**src/rtl/akt_pkg.sv**
```systemverilog
package akt_pkg;

    localparam int KEY_FIELD_W = 64;
    localparam int TIME_W      = 32;
    localparam int SLOT_W      = 2;
    localparam int MASK_W      = 4;
    localparam int DATA_W      = 32;
    localparam int ADDR_W      = 3;

    localparam logic [TIME_W-1:0] TIMEOUT_RESET = 32'd5;
    localparam logic              REG_TIMEOUT   = 1'b0;

    typedef enum logic [1:0] {
        OP_ADD    = 2'd0,
        OP_REMOVE = 2'd1,
        OP_SEARCH = 2'd2,
        OP_TICK   = 2'd3
    } t_op;

    typedef enum logic [1:0] {
        S_IDLE,
        S_SCAN,
        S_LAST,
        S_WRITE
    } t_state;

    typedef struct packed {
        logic key_eq;
        logic stamp_lt;
        logic expired;
    } t_eval;

endpackage

```
**src/rtl/akt_ram.sv**
```systemverilog
module akt_ram #(
    parameter int WIDTH = 8,
    parameter int DEPTH = 4,
    parameter int AW    = (DEPTH > 1) ? $clog2(DEPTH) : 1
) (
    input  logic             i_clk,
    input  logic             i_we,
    input  logic [AW-1:0]    i_waddr,
    input  logic [WIDTH-1:0] i_wdata,
    input  logic [AW-1:0]    i_raddr,
    output logic [WIDTH-1:0] o_rdata
);

    logic [WIDTH-1:0] r_mem [DEPTH];
    logic [WIDTH-1:0] r_rdata;

    always_ff @(posedge i_clk) begin
        if (i_we) begin
            r_mem[i_waddr] <= i_wdata;
        end
        r_rdata <= r_mem[i_raddr];
    end

    assign o_rdata = r_rdata;

endmodule

```
**src/rtl/akt_cmp.sv**
```systemverilog
module akt_cmp #(
    parameter int KEY_BITS = 64
) (
    input  logic [KEY_BITS-1:0]            i_key_a,
    input  logic [KEY_BITS-1:0]            i_key_b,
    input  logic [akt_pkg::TIME_W-1:0]     i_stamp,
    input  logic [akt_pkg::TIME_W-1:0]     i_old_stamp,
    input  logic [akt_pkg::TIME_W-1:0]     i_now,
    input  logic [akt_pkg::TIME_W-1:0]     i_timeout,
    output akt_pkg::t_eval                 o_eval
);

    logic [akt_pkg::TIME_W-1:0] w_age;

    // age saturates at zero when time runs backward
    assign w_age = (i_now >= i_stamp) ? (i_now - i_stamp) : '0;

    always_comb begin
        o_eval.key_eq   = (i_key_a == i_key_b);
        o_eval.stamp_lt = (i_stamp < i_old_stamp);
        o_eval.expired  = (w_age > i_timeout);
    end

endmodule

```
**src/rtl/aging_key_table.sv**
```systemverilog
// An accepted request runs through S_SCAN, S_LAST (compare of the last entry read) and
// S_WRITE, and no new request is taken until the sequencer is back in S_IDLE. The single
// table read port visits one entry per cycle in S_SCAN; S_WRITE holds on output stall.
// A finished result waits in the output register while the next request is taken.
// Reset (i_rst_n low, synchronous): valid marks cleared, timeout set to 5;
// key and stamp storage is not cleared.
module aging_key_table #(
    parameter int ENTRIES  = 4,
    parameter int KEY_BITS = 64
) (
    input  logic                                i_clk,
    input  logic                                i_rst_n,

    input  logic                                i_valid,
    output logic                                o_stall,
    input  logic [1:0]                          i_opcode,
    input  logic [akt_pkg::KEY_FIELD_W-1:0]     i_key,
    input  logic [akt_pkg::TIME_W-1:0]          i_now_time,

    output logic                                o_valid,
    input  logic                                i_stall,
    output logic                                o_status,
    output logic [akt_pkg::SLOT_W-1:0]          o_slot,
    output logic                                o_did_evict,
    output logic [akt_pkg::KEY_FIELD_W-1:0]     o_evicted_key,
    output logic [akt_pkg::MASK_W-1:0]          o_expired_mask,

    input  logic                                psel,
    input  logic                                penable,
    input  logic                                pwrite,
    input  logic [akt_pkg::ADDR_W-1:0]          paddr,
    input  logic [akt_pkg::DATA_W-1:0]          pwdata,
    output logic [akt_pkg::DATA_W-1:0]          prdata,
    output logic                                pready
);

    localparam int IW = (ENTRIES > 1) ? $clog2(ENTRIES) : 1;
    localparam int RW = KEY_BITS + akt_pkg::TIME_W;

    akt_pkg::t_state r_state, n_state;

    logic [akt_pkg::TIME_W-1:0]      r_timeout;
    logic [ENTRIES-1:0]              r_valid;

    akt_pkg::t_op                    r_op;
    logic [KEY_BITS-1:0]             r_key;
    logic [akt_pkg::TIME_W-1:0]      r_now;

    logic [IW-1:0]                   r_idx;
    logic                            r_cv;
    logic [IW-1:0]                   r_ci;

    logic                            r_found;
    logic                            r_hit_free;
    logic [IW-1:0]                   r_hit;
    logic [IW-1:0]                   r_old_idx;
    logic [akt_pkg::TIME_W-1:0]      r_old_stamp;
    logic [KEY_BITS-1:0]             r_old_key;
    logic [akt_pkg::MASK_W-1:0]      r_mask;

    logic                            r_out_vld;
    logic                            r_out_status;
    logic [akt_pkg::SLOT_W-1:0]      r_out_slot;
    logic                            r_out_evict;
    logic [akt_pkg::KEY_FIELD_W-1:0] r_out_evk;
    logic [akt_pkg::MASK_W-1:0]      r_out_mask;

    logic                            w_in_acc;
    logic                            w_fire;
    logic                            w_cfg_wr;
    logic                            w_is_add;
    logic                            w_is_lookup;
    logic                            w_ram_we;
    logic [IW-1:0]                   w_waddr;
    logic [IW-1:0]                   w_slot_idx;
    logic [IW+1:0]                   w_slot_ext;
    logic [IW+2:0]                   w_ci_ext;
    logic [RW-1:0]                   w_rdata;
    logic [KEY_BITS-1:0]             w_rd_key;
    logic [akt_pkg::TIME_W-1:0]      w_rd_stamp;
    logic                            w_rd_valid;
    logic                            w_match;
    akt_pkg::t_eval                  w_eval;

    // configuration port
    assign pready   = 1'b1;
    assign w_cfg_wr = psel && penable && pwrite && pready && (paddr[2] == akt_pkg::REG_TIMEOUT);
    assign prdata   = (paddr[2] == akt_pkg::REG_TIMEOUT) ? r_timeout : '0;

    always_ff @(posedge i_clk) begin
        if (!i_rst_n) begin
            r_timeout <= akt_pkg::TIMEOUT_RESET;
        end else if (w_cfg_wr) begin
            r_timeout <= pwdata;
        end
    end

    // table storage: {key, stamp}
    akt_ram #(
        .WIDTH (RW),
        .DEPTH (ENTRIES),
        .AW    (IW)
    ) u_ram (
        .i_clk   (i_clk),
        .i_we    (w_ram_we),
        .i_waddr (w_waddr),
        .i_wdata ({r_key, r_now}),
        .i_raddr (r_idx),
        .o_rdata (w_rdata)
    );

    assign w_rd_key   = w_rdata[RW-1:akt_pkg::TIME_W];
    assign w_rd_stamp = w_rdata[akt_pkg::TIME_W-1:0];
    assign w_rd_valid = r_valid[r_ci];

    akt_cmp #(
        .KEY_BITS (KEY_BITS)
    ) u_cmp (
        .i_key_a     (w_rd_key),
        .i_key_b     (r_key),
        .i_stamp     (w_rd_stamp),
        .i_old_stamp (r_old_stamp),
        .i_now       (r_now),
        .i_timeout   (r_timeout),
        .o_eval      (w_eval)
    );

    assign w_match     = w_rd_valid && w_eval.key_eq;
    assign w_is_add    = (r_op == akt_pkg::OP_ADD);
    assign w_is_lookup = (r_op == akt_pkg::OP_REMOVE) || (r_op == akt_pkg::OP_SEARCH);
    assign w_in_acc    = i_valid && !o_stall;
    assign w_waddr     = r_found ? r_hit : r_old_idx;
    assign w_ram_we    = w_fire && w_is_add && (!r_found || r_hit_free);
    assign w_ci_ext    = {3'b000, r_ci};

    always_comb begin
        if (w_is_add) begin
            w_slot_idx = w_waddr;
        end else if (w_is_lookup && r_found) begin
            w_slot_idx = r_hit;
        end else begin
            w_slot_idx = '0;
        end
    end
    assign w_slot_ext = {2'b00, w_slot_idx};

    // sequencer
    always_ff @(posedge i_clk) begin
        if (!i_rst_n) begin
            r_state <= akt_pkg::S_IDLE;
        end else begin
            r_state <= n_state;
        end
    end

    always_comb begin
        n_state = r_state;
        o_stall = 1'b1;
        w_fire  = 1'b0;
        case (r_state)
            akt_pkg::S_IDLE: begin
                o_stall = 1'b0;
                if (i_valid) begin
                    n_state = akt_pkg::S_SCAN;
                end
            end
            akt_pkg::S_SCAN: begin
                if (r_idx == IW'(ENTRIES - 1)) begin
                    n_state = akt_pkg::S_LAST;
                end
            end
            akt_pkg::S_LAST: begin
                n_state = akt_pkg::S_WRITE;
            end
            akt_pkg::S_WRITE: begin
                w_fire = !r_out_vld || !i_stall;
                if (w_fire) begin
                    n_state = akt_pkg::S_IDLE;
                end
            end
            default: begin
                n_state = akt_pkg::S_IDLE;
            end
        endcase
    end

    // datapath
    always_ff @(posedge i_clk) begin
        if (!i_rst_n) begin
            r_valid   <= '0;
            r_cv      <= 1'b0;
            r_out_vld <= 1'b0;
        end else begin
            r_cv <= (r_state == akt_pkg::S_SCAN);
            if (r_state == akt_pkg::S_SCAN) begin
                r_ci <= r_idx;
            end

            if (w_in_acc) begin
                r_op    <= akt_pkg::t_op'(i_opcode);
                r_key   <= i_key[KEY_BITS-1:0];
                r_now   <= i_now_time;
                r_idx   <= '0;
                r_found <= 1'b0;
                r_mask  <= '0;
            end else if (r_state == akt_pkg::S_SCAN) begin
                r_idx <= r_idx + 1'b1;
            end

            if (r_cv) begin
                if (w_is_add && !r_found && (!w_rd_valid || w_match)) begin
                    r_found    <= 1'b1;
                    r_hit      <= r_ci;
                    r_hit_free <= !w_rd_valid;
                end
                if (w_is_lookup && !r_found && w_match) begin
                    r_found <= 1'b1;
                    r_hit   <= r_ci;
                end
                if ((r_ci == '0) || w_eval.stamp_lt) begin
                    r_old_idx   <= r_ci;
                    r_old_stamp <= w_rd_stamp;
                    r_old_key   <= w_rd_key;
                end
                if ((r_op == akt_pkg::OP_TICK) && w_rd_valid && w_eval.expired) begin
                    r_valid[r_ci] <= 1'b0;
                    if (w_ci_ext < (IW + 3)'(akt_pkg::MASK_W)) begin
                        r_mask[w_ci_ext[1:0]] <= 1'b1;
                    end
                end
            end

            if (w_fire) begin
                if (w_ram_we) begin
                    r_valid[w_waddr] <= 1'b1;
                end
                if ((r_op == akt_pkg::OP_REMOVE) && r_found) begin
                    r_valid[r_hit] <= 1'b0;
                end
                r_out_vld    <= 1'b1;
                r_out_status <= w_is_lookup && !r_found;
                r_out_slot   <= w_slot_ext[akt_pkg::SLOT_W-1:0];
                r_out_evict  <= w_is_add && !r_found;
                r_out_evk    <= (w_is_add && !r_found) ?
                                akt_pkg::KEY_FIELD_W'(r_old_key) : '0;
                r_out_mask   <= (r_op == akt_pkg::OP_TICK) ? r_mask : '0;
            end else if (r_out_vld && !i_stall) begin
                r_out_vld <= 1'b0;
            end
        end
    end

    assign o_valid        = r_out_vld;
    assign o_status       = r_out_status;
    assign o_slot         = r_out_slot;
    assign o_did_evict    = r_out_evict;
    assign o_evicted_key  = r_out_evk;
    assign o_expired_mask = r_out_mask;

    a_accept_starts_scan: assert property (@(posedge i_clk) disable iff (!i_rst_n)
        w_in_acc |=> (r_state == akt_pkg::S_SCAN))
        else $error("accepted request did not start a scan");

    a_evict_only_when_full: assert property (@(posedge i_clk) disable iff (!i_rst_n)
        (r_state == akt_pkg::S_WRITE) && w_is_add && !r_found |-> (&r_valid))
        else $error("replacement chosen while a free entry exists");

    a_add_leaves_valid: assert property (@(posedge i_clk) disable iff (!i_rst_n)
        w_fire && w_is_add |=> (r_valid != '0))
        else $error("add left the table empty");

    a_evict_result_clean: assert property (@(posedge i_clk) disable iff (!i_rst_n)
        o_valid && o_did_evict |-> !o_status && (o_expired_mask == '0))
        else $error("eviction result carries lookup or tick fields");

    a_no_scan_while_busy_out: assert property (@(posedge i_clk) disable iff (!i_rst_n)
        r_cv |-> (r_state == akt_pkg::S_SCAN) || (r_state == akt_pkg::S_LAST))
        else $error("compare slot active outside scan");

endmodule

```
**config.mk**
```make
export PLATFORM = sky130hd
export DESIGN_NAME = aging_key_table
export DESIGN_NICKNAME = d
export VERILOG_FILES = /design/src/rtl/akt_pkg.sv /design/src/rtl/akt_ram.sv /design/src/rtl/akt_cmp.sv /design/src/rtl/aging_key_table.sv
export SDC_FILE = /design/constraint.sdc
export NUM_CORES = 1
export LEC_CHECK = 0
export BUFFER_PORTS_ARGS = -buffer_cell sky130_fd_sc_hd__clkbuf_2
export CORE_MARGIN = 2
export CORE_UTILIZATION = 46
export CTS_CLUSTER_DIAMETER = 80
export DETAILED_ROUTE_END_ITERATION = 16
export GPL_ROUTABILITY_DRIVEN = 0
export SLEW_MARGIN = 20
export SYNTH_ARGS = -nofsm -noshare
export SYNTH_HDL_FRONTEND = slang
export SYNTH_HIERARCHICAL = 1
export SYNTH_SLANG_ARGS = --single-unit
```
**constraint.sdc**
```tcl
create_clock -name i_clk -period 33.5 [get_ports i_clk]
set_input_delay 8.375 -clock i_clk [delete_from_list [all_inputs] [get_ports i_clk]]
set_output_delay 8.375 -clock i_clk [all_outputs]
set_load 0.03 [all_outputs]
```
==> metrics, run 1 <==
GRT overflow=0; clock sink count=800; Slew HR=0.288; Post-synth ARST share=0; Lkg Pwr=13.3 nW; TritonCTS Buffers=84; Clk pin slew, worst setup/hold paths=0.06 ns; worst r2r src=r_now[0]$_DFFE_PP_; synthesized area per cell=16.6 µm²; HP Class=flip-flop to flip-flop; vias in the first global route=17100; Reg power frac=0.454; vias per cell=5.32; Final Critical Period=17.56 ns; nature of the critical path startpoint=input port; Hold Crit Start=u_ram/o_rdata[60]$_DFF_P_; Critical Path Start=paddr[2]; Initial Utilization=0.465; global-route wire length before repair=103000 µm; #FFs+latches synth=800; EDFF count, synth=664; Global Route Usage Sum=0.195; Max clock buf depth=3; net switching power=0.769 mW; drt first pass iters=5; Die ar.=70000 µm²; upper clock frequency limit=0.0569 GHz; post-cts hold buffer count=0; CP Class=input port to output port; Clock Power Share=0.344; synthesized area=31300 µm²; share of cells above drive strength 1=0.223; Arr. time, crit path=9.19 ns; yosys warns=6; CP Capture Type=output port; remaining antenna violation count=0; Slew Viols, Final=0; Setup TNS=0 ns; ant diodes=0; Max rail drop VDD=61.0 µV; Clock Skew=0.0326 ns; initial antenna violation count=2; status=completed; final hold slack=0.446 ns; Combinational Power Share=0.202; vias=16500; DRC=0; First DRT Iteration DRCs=1257; # resized after CTS=0; final wirelength=67500 µm; # port buffers=243; Max Cap Viol=0; H-tree lvl count=3; setup bufs post-CTS=0; largest net degree at the start of global routing=100; pwr/cell area=75.8 nW/µm²; Avg WL per Cell=21.7 µm; Main synth FF type=edfxtp_1; Clock Latency Late Sink=0.63 ns; Post-Synthesis Cells=1879; I/O pin total=247; Seq/Total Area, Yosys=0.725; Area Overhead vs Synth=16.0%; HPWL Detailed=42900 µm; CTS root buffer=clkbuf_16; P_int=1.98 mW; Die Ht=265 µm; Core ar.=67200 µm²; Distinct cells, synth=65; Die W=265 µm; Final Setup Violations=0; final hold vios=0; Row Count=95; critical path peak fanout=34; final net count=2408; post-synth net total=2124; TritonCTS clock tree=done; Sw Share=0.280; Slew @ Worst Pin=1.07 ns; CP required=25.12 ns; crit share post-route=0.524; RSZ-0062 raised after global routing=false
-- layout make-up --
class	count	area (µm²)
Clock buffer	118	2430
Clock inverter	38	442
Fill cell	5375	30900
Inverter	115	432
Multi-Input combinational cell	904	7860
Sequential cell	800	22700
Tap cell	873	1090
Timing Repair Buffer	258	1350
-- metal layers --
metal | vias up | global-route usage | routed length, µm
met2 | 387 | 0.318 | 32300
met3 | 65 | 0.0294 | 3210
met4 | 0 | 0.0467 | 940
met1 | 8399 | 0.279 | 31100
li1 | 7671 | - | -
met5 | - | 0 | 0
-- cell usage in the layout, fill, tap and decap left out, types with 13 or more instances in the layout --
| cell | n |
|---|---|
| nand4_1 | 24 |
| a21oi_1 | 74 |
| ha_1 | 104 |
| xor2_1 | 74 |
| nor2_1 | 54 |
| buf_4 | 13 |
| dfxtp_1 | 136 |
| clkbuf_1 | 18 |
| and2_1 | 73 |
| clkbuf_2 | 243 |
| nor4_1 | 19 |
| inv_1 | 114 |
| nand2_1 | 95 |
| clkinv_2 | 13 |
| mux4_2 | 97 |
| a21o_1 | 54 |
| nand3_1 | 20 |
| nor3_1 | 18 |
| edfxtp_1 | 664 |
| nor2b_1 | 36 |
| clkbuf_16 | 88 |
| o21ai_0 | 34 |
-- critical path, stage by stage --
cell and delay (ns):
clkbuf_2 0.35, nor2b_1 0.23, clkbuf_2 0.23
-- worst paths after layout --
kind	end	slack, ns	cells past startpoint
max	prdata[27]	15.94	3
min	r_old_key[28]$_DFFE_PP_	0.45	0
max reg2reg	r_valid[2]$_SDFF_PN0_	27.80	21
min reg2reg	r_old_key[28]$_DFFE_PP_	0.45	0
-- metrics by stage --
step	total power, mW	std cells	setup slack, ns	instance area [µm²]	util
finish	2.75	3106	15.94	36300	0.540
global placement	1.81	2949	16.02	33400	0.497
floorplan	1.66	1879	16.11	31300	-
global route	2.88	3106	15.84	36300	0.540
CTS	2.78	3106	15.95	36300	0.540
detailed placement	1.83	2950	15.95	33400	0.497
-- synth_stat cells, types with 3 or more instances --
cell type	instances	area share
a211oi_1	7	0.0017
a21boi_0	9	0.0022
a21o_1	54	0.013
a21oi_1	74	0.012
a31oi_1	5	0.0010
and2_1	74	0.015
and3_1	6	0.0012
buf_2	20	0.0032
buf_6	4	0.0014
buf_8	4	0.0019
clkbuf_1	30	0.0036
dfxtp_1	136	0.087
edfxtp_1	664	0.64
ha_1	104	0.042
inv_1	114	0.014
mux2i_1	3	0.00096
mux4_2	97	0.070
nand2_1	95	0.011
nand2b_1	10	0.0020
nand3_1	20	0.0032
nand4_1	24	0.0048
nor2_1	55	0.0066
nor2b_1	37	0.0074
nor3_1	18	0.0029
nor4_1	19	0.0038
o2111ai_1	3	0.00084
o211a_1	4	0.0013
o211ai_1	8	0.0019
o21a_1	12	0.0029
o21ai_0	34	0.0054
o21bai_1	3	0.00072
o22ai_1	3	0.00060
o31ai_1	4	0.00096
xnor2_1	10	0.0028
xor2_1	74	0.021
-- flip-flops by register name, indices dropped and copies added (netlist names), 4 cells and up --
signal,flops
o_evicted_key,64
r_key,64
r_timeout,32
r_mask,4
o_expired_mask,4
u_ram/o_rdata,96
r_old_key,64
u_ram/r_mem,384
r_old_stamp,32
r_valid,4
r_now,32
-- power by group through the flow --
stage                     logic (mW)  registers, mW  clock network [mW]
after floorplan                0.403           1.26                   0
after global placement         0.546           1.27                   0
after CTS                      0.559           1.25               0.971
after detailed placement       0.556           1.27                   0
final                          0.555           1.25               0.947
after global routing           0.616           1.26                1.01
-- cell families (layout without fill, tap and decap cells) --
| logic type | count (synthesis) | after routing | share of synthesized area |
|---|---|---|---|
| other | 1 | 1 | 0.000120 |
| buffers and inverters | 175 | 529 | 0.0249 |
| muxes | 101 | 101 | 0.0712 |
| adders and majority gates | 105 | 105 | 0.0423 |
| and+or+nand+nor | 371 | 371 | 0.0619 |
| DFF | 800 | 800 | 0.725 |
| AOI/OAI and AO/OA | 242 | 242 | 0.0509 |
| xor gates and xnor gates | 84 | 84 | 0.0235 |
(Power assumes the default switching activity.)
==> run 2, diff against run 1 <==
ABC_AREA = 1   (was default)
PLACE_DENSITY = 0.66   (was default)
clock period = 14.2 ns   (was 33.5 ns; I/O delays follow)
==> run 2 against run 1 <==
Net effect:
- combinational power increased to 3.2 times the previous value
- cell area increased by 8.6%
- clock skew increased by 0.011 ns
- sequential share of layout area decreased by 5.0 points
- critical path depth unchanged
- die area increased by 10%
- global-route usage decreased by 1.3 points
- clock power increased by 130%
==> metrics, run 2 <==
HP Class=flip-flop to flip-flop; Worst Hold End=r_old_key[59]$_DFFE_PP_; TritonCTS Buffers=85 (+1.2%); r2r setup slk=9.57 ns (-18.23 ns); CP Class=input port to output port; synth cell count leaders=nand2_1, inv_1, edfxtp_1; GRT overflow=0 (unchanged); top-count cell post-synth=nand2_1; First DRT Iteration DRCs=1154 (-8.2%); nature of the critical path startpoint=input port; Die Ht=278 µm (+4.9%); Design Power=6.95 mW (+150%); top cell type's share of synthesized area=0.579 (-0.0589); Distinct cells, synth=39 (-40%); clock sink count=800 (unchanged); Reg power frac=0.434 (-0.020); #FFs+latches synth=800 (unchanged); worst r2r src=r_now[0]$_DFFE_PP_; final wirelength=69600 µm (+3.1%); status=completed; remaining antenna violation count=0 (unchanged); Global Route Usage Sum=0.182 (-0.0134); Area Overhead vs Synth=14.4%; Max clock buf depth=3 (unchanged); Slew Viols, Final=0 (unchanged); Lkg Pwr=17.7 nW (+33%); Clk pin slew, worst setup/hold paths=0.06 ns (about the same); Clock Skew=0.0434 ns (+0.0109 ns); Hold Crit Start=u_ram/o_rdata[91]$_DFF_P_; commonest non-fill, non-tap cell in the layout=nand2_1; synthesized area per cell=10.3 µm² (-38%); largest net degree at the start of global routing=196 (+96%); post-synthesis adder-cell area fraction=0.0384 (-0.00390); Clock Latency Late Sink=0.65 ns (+0.02 ns); critical path peak fanout=33 (-2.9%); EDFF count, synth=664 (unchanged); ant diodes=0 (unchanged); pwr/cell area=176 nW/µm² (+130%); post-synthesis compound-gate area fraction=0.0249 (-0.0260); area share of and/or/nand/nor cells after synthesis=0.166 (+0.104); Setup TNS=0 ns (unchanged); final non-filler cell total=4638 (+49%); Combinational Power Share=0.254 (+0.052); initial antenna violation count=0 (-2); Slew HR=0.239 (-0.0492); Avg WL per Cell=15.0 µm (-31%); post-synth net total=3580 (+69%); Slew @ Worst Pin=1.14 ns (+0.0738 ns); Final Setup Violations=0 (unchanged); CTS root buffer=clkbuf_16; yosys warns=6 (unchanged); number of flip-flops in the largest register=384 (unchanged); DRC=0 (unchanged); I/O pin total=247 (unchanged); post-synthesis mux area share=0 (-0.0712); Arr. time, crit path=4.40 ns (-4.79 ns); share of cells above drive strength 1=0.125 (-0.0981); # port buffers=243 (unchanged); post-cts hold buffer count=0 (unchanged); Synth Area in XOR/XNOR=0.0163 (-0.00726); TritonCTS clock tree=done; H-tree lvl count=3 (unchanged); HPWL Detailed=43200 µm (+0.65%); Clock Power Share=0.312 (-0.032); drt first pass iters=6 (+1); Register Area=22700 µm² (unchanged); Placed Cells=4480 (+52%); upper clock frequency limit=0.126 GHz; Main synth FF type=edfxtp_1; synthesized area=34400 µm² (+10%); Initial Utilization=0.463 (-0.00207); crit share post-route=0.560; global-route wire length before repair=110000 µm (+6.4%); Die W=278 µm (+4.9%); RSZ-0062 raised after global routing=false; Sw Share=0.323 (+0.0427); Post-Synthesis Cells=3335 (+77%); cells on worst reg2reg path=29 (+38%); Seq/Total Area, Yosys=0.658 (-0.0670); Max Cap Viol=0 (unchanged); Row Count=100 (+5.3%); Hold Path Depth=0 (unchanged); setup bufs post-CTS=0 (unchanged); # resized after CTS=0 (unchanged); Core ar.=74300 µm² (+11%); vias in the first global route=21000 (+23%); Fill cells=6415 (+19%); largest family of logic cells by synthesized area=simple AND/OR/NAND/NOR gates; area occupied by multi-input gates=8490 µm² (+8.1%); CP Capture Type=output port; Reg-to-Reg End=r_valid[1]$_SDFF_PN0_; net switching power=2.24 mW (+190%); P_int=4.71 mW (+140%); Final Critical Period=7.95 ns; Post-synth ARST share=0 (unchanged); vias=21900 (+32%); most frequent cells in the layout=nand2_1, inv_1, edfxtp_1, clkbuf_2, nand3_1; final hold vios=0 (unchanged); synth top area cells=edfxtp_1, nand2_1, inv_1; final hold slack=0.437 ns (-0.00884 ns); Max rail drop VDD=122 µV (+100%); final net count=3843 (+60%); vias per cell=4.71 (-11%); Reg with most FFs=u_ram/r_mem; CP required=10.65 ns (-14.47 ns); leading area contributor after synthesis=edfxtp_1; Die ar.=77100 µm² (+10%)
## run 2: final cells by class
cell class,instances,area share
repair buffers,264,0.0352
inverters,759,0.0726
multi-input cells,1688,0.216
flip-flops and latches,800,0.575
clock inverters,36,0.0107
clock buffers,122,0.0598
well taps,969,0.0308
## run 2: logic make-up (layout without fill, tap and decap cells)
kind of cell | after synthesis | count (layout)
DFF | 800 | 800
other | 1 | 1
xor gates and xnor gates | 64 | 64
adders and majority gates | 105 | 105
and+or+nand+nor | 1353 | 1353
buffers and inverters | 847 | 1181
AOI/OAI and AO/OA | 165 | 165
## run 2: layer usage
layer / wire length [µm] / up-vias / GRT usage
li1: - / 11000 / -
met3: 3980 / 106 / 0.0289
met1: 30600 / 10200 / 0.237
met4: 1500 / 0 / 0.0568
met2: 33600 / 533 / 0.312
met5: 0 / - / 0
## run 2: critical path, stage by stage
cell	delay (ns)
clkbuf_2	0.34
nor2_1	0.27
clkbuf_2	0.24
## run 2: metrics by stage
step	setup slack, ns	area [µm²]	util
2_1_floorplan	2.99	34400	-
3_3_place_gp	6.18	36600	0.493
3_5_place_dp	6.16	36600	0.493
4_1_cts	6.16	39400	0.530
5_1_grt	6.09	39400	0.530
6_report	6.25	39400	0.530
## run 2: worst max-delay path by stage
stage	cells after the start	slack [ns]	from	to
after global routing	3	6.09	paddr[2]	prdata[4]
after CTS	3	6.16	paddr[2]	prdata[4]
final	3	6.25	paddr[2]	prdata[4]
after detailed placement	3	6.16	paddr[2]	prdata[4]
after floorplan	7	2.99	i_stall	u_ram/r_mem[2][0]$_DFFE_PP_
after global placement	3	6.18	paddr[2]	prdata[4]
## run 2: power by group through the flow
stage                     Sequential, mW  Clock [mW]  Combinational [mW]
after floorplan                     3.03           0                1.33
after global placement              3.06           0                1.74
after detailed placement            3.07           0                1.77
after CTS                           3.02        2.22                1.78
after global routing                3.05        2.31                2.02
final                               3.02        2.17                1.77
==> run 3, diff against run 2 <==
PLACE_DENSITY = default   (was 0.66)
clock period = 8.1 ns   (was 14.2 ns; I/O delays follow)
==> run 3 against run 2 <==
Net effect:
- die area stayed put
- count of clock-buffer cells in the layout increased by 3
- combinational power increased by 76%
- wire length grew 1.7%
- hold slack gained 0.0046 ns
- non-clock buffer count fell by 1
- critical path depth stayed put
- clock skew fell by 0.017 ns
- worst setup slack lost 3.0 ns
- critical path type unchanged
- largest power group unchanged
- highest routed layer unchanged
==> metrics, run 3 (same netlist as run 2, synthesis figures left out) <==
status=completed; Core ar.=74300 µm² (unchanged); final hold slack=0.442 ns (+0.00455 ns); vias in the first global route=21000 (-0.15%); CP dominant cell by count=clkbuf_2; I/O pin total=247 (unchanged); Max Cap Viol=0 (unchanged); upper clock frequency limit=0.208 GHz; H-tree lvl count=3 (unchanged); Critical Path, Cell by Cell=clkbuf_2 > nor2_1 > clkbuf_2; crit share post-route=0.594; Die ar.=77100 µm² (unchanged); final net count=3842 (-0.026%); share of cells above drive strength 1=0.123 (-0.00201); Initial Utilization=0.463 (unchanged); Area Overhead vs Synth=14.2%; final non-filler cell total=4636 (-0.043%); Slew HR=0.294 (+0.0546); HP Class=flip-flop to flip-flop; CP Capture Type=output port; Reg with most FFs=u_ram/r_mem; clock sink count=800 (unchanged); Clock Skew=0.0261 ns (-0.0174 ns); TritonCTS clock tree=done; Max clock buf depth=3 (unchanged); largest net degree at the start of global routing=196 (unchanged); GRT overflow=0 (unchanged); post-cts hold buffer count=0 (unchanged); Placed Cells=4479 (-0.022%); Slew @ Worst Pin=1.06 ns (-0.0819 ns); First DRT Iteration DRCs=1130 (-2.1%); CP max-delay cell=clkbuf_2; initial antenna violation count=2 (+2); # resized after CTS=0 (unchanged); vias per cell=4.62 (-2.0%); commonest non-fill, non-tap cell in the layout=nand2_1; Slew Viols, Final=0 (unchanged); Design Power=12.1 mW (+74%); Avg WL per Cell=15.3 µm (+1.8%); Die Ht=278 µm (unchanged); Max rail drop VDD=195 µV (+60%); final hold vios=0 (unchanged); RSZ-0062 raised after global routing=false; Clk pin slew, worst setup/hold paths=0.05 ns (about the same); Arr. time, crit path=2.79 ns (-1.61 ns); setup bufs post-CTS=0 (unchanged); global-route wire length before repair=113000 µm (+2.4%); number of flip-flops in the largest register=384 (unchanged); Setup TNS=0 ns (unchanged); vias=21400 (-2.0%); critical path peak fanout=33 (unchanged); pwr/cell area=308 nW/µm² (+74%); CP Class=input port to output port; Die W=278 µm (unchanged); Final Setup Violations=0 (unchanged); CTS root buffer=clkbuf_16; DRC=0 (unchanged); # port buffers=243 (unchanged); HPWL Detailed=43600 µm (+0.99%); remaining antenna violation count=0 (unchanged); Clock Latency Late Sink=0.63 ns (-0.02 ns); Lkg Pwr=17.7 nW (-0.20%); fin util=0.529 (-0.00109); nature of the critical path startpoint=input port; CP peak stage delay=0.33 ns (about the same); Fill cells=6647 (+3.6%); CP required=6.08 ns (-4.57 ns); TritonCTS Buffers=85 (unchanged); Row Count=100 (unchanged); final wirelength=70800 µm (+1.7%); drt first pass iters=6 (unchanged); Final Critical Period=4.81 ns; Global Route Usage Sum=0.187 (+0.00507); most frequent cells in the layout=nand2_1, inv_1, edfxtp_1, clkbuf_2, nand3_1
[run 3: cell types whose count changed in the layout (fill, tap and decap cells not counted), sizes merged]
cell / before / now
inv: 766 / 762
clkbuf: 365 / 368
clkinvlp: 3 / 0
diode: 0 / 3
buf: 21 / 20
bufinv: 5 / 4
clkinv: 21 / 22
[run 3: where the power goes]
group | internal [mW] | switching (mW) | total [mW] | leakage, nW
combinational | 1.06 | 2.05 | 3.11 | 9.19
clock | 2.18 | 1.52 | 3.70 | 1.31
sequential | 4.98 | 0.298 | 5.28 | 7.16
[run 3: metal layers]
layer  part of all wire  global-route usage
met1               0.45               0.244
met2               0.49               0.324
met3              0.048              0.0283
met4              0.019              0.0535
met5                  0                   0
[run 3: area by class of cell]
class	instances	area, µm²	area share
tap	969	1210	0.0308
timing repair buffer	263	1400	0.0357
antenna	3	7.51	0.000191
inverter	759	2860	0.0728
clock inverter	29	270	0.00688
sequential	800	22700	0.577
multi-input combinational	1688	8490	0.216
clock buffer	125	2400	0.0611
[run 3: worst paths after layout]
kind,startpoint,endpoint,slack [ns],cells after the start
worst max-delay path,paddr[2],prdata[12],3.29,3
worst min-delay path,u_ram/o_rdata[92]$_DFF_P_,r_old_key[60]$_DFFE_PP_,0.44,0
worst max register to register,r_now[0]$_DFFE_PP_,r_valid[2]$_SDFF_PN0_,3.70,29
worst min register to register,u_ram/o_rdata[92]$_DFF_P_,r_old_key[60]$_DFFE_PP_,0.44,0
[run 3: metrics by stage]
step / area (µm²) / setup slack (ns)
after floorplan: 34400 / -1.58
final: 39300 / 3.29
after global placement: 36600 / 3.10
after global routing: 39300 / 3.11
after detailed placement: 36600 / 3.09
after CTS: 39300 / 3.27
[run 3: critical path: cells and delay by family]
kind,cells,cell delay (ns)
buffers and inverters,2,0.55
and+or+nand+nor,1,0.20
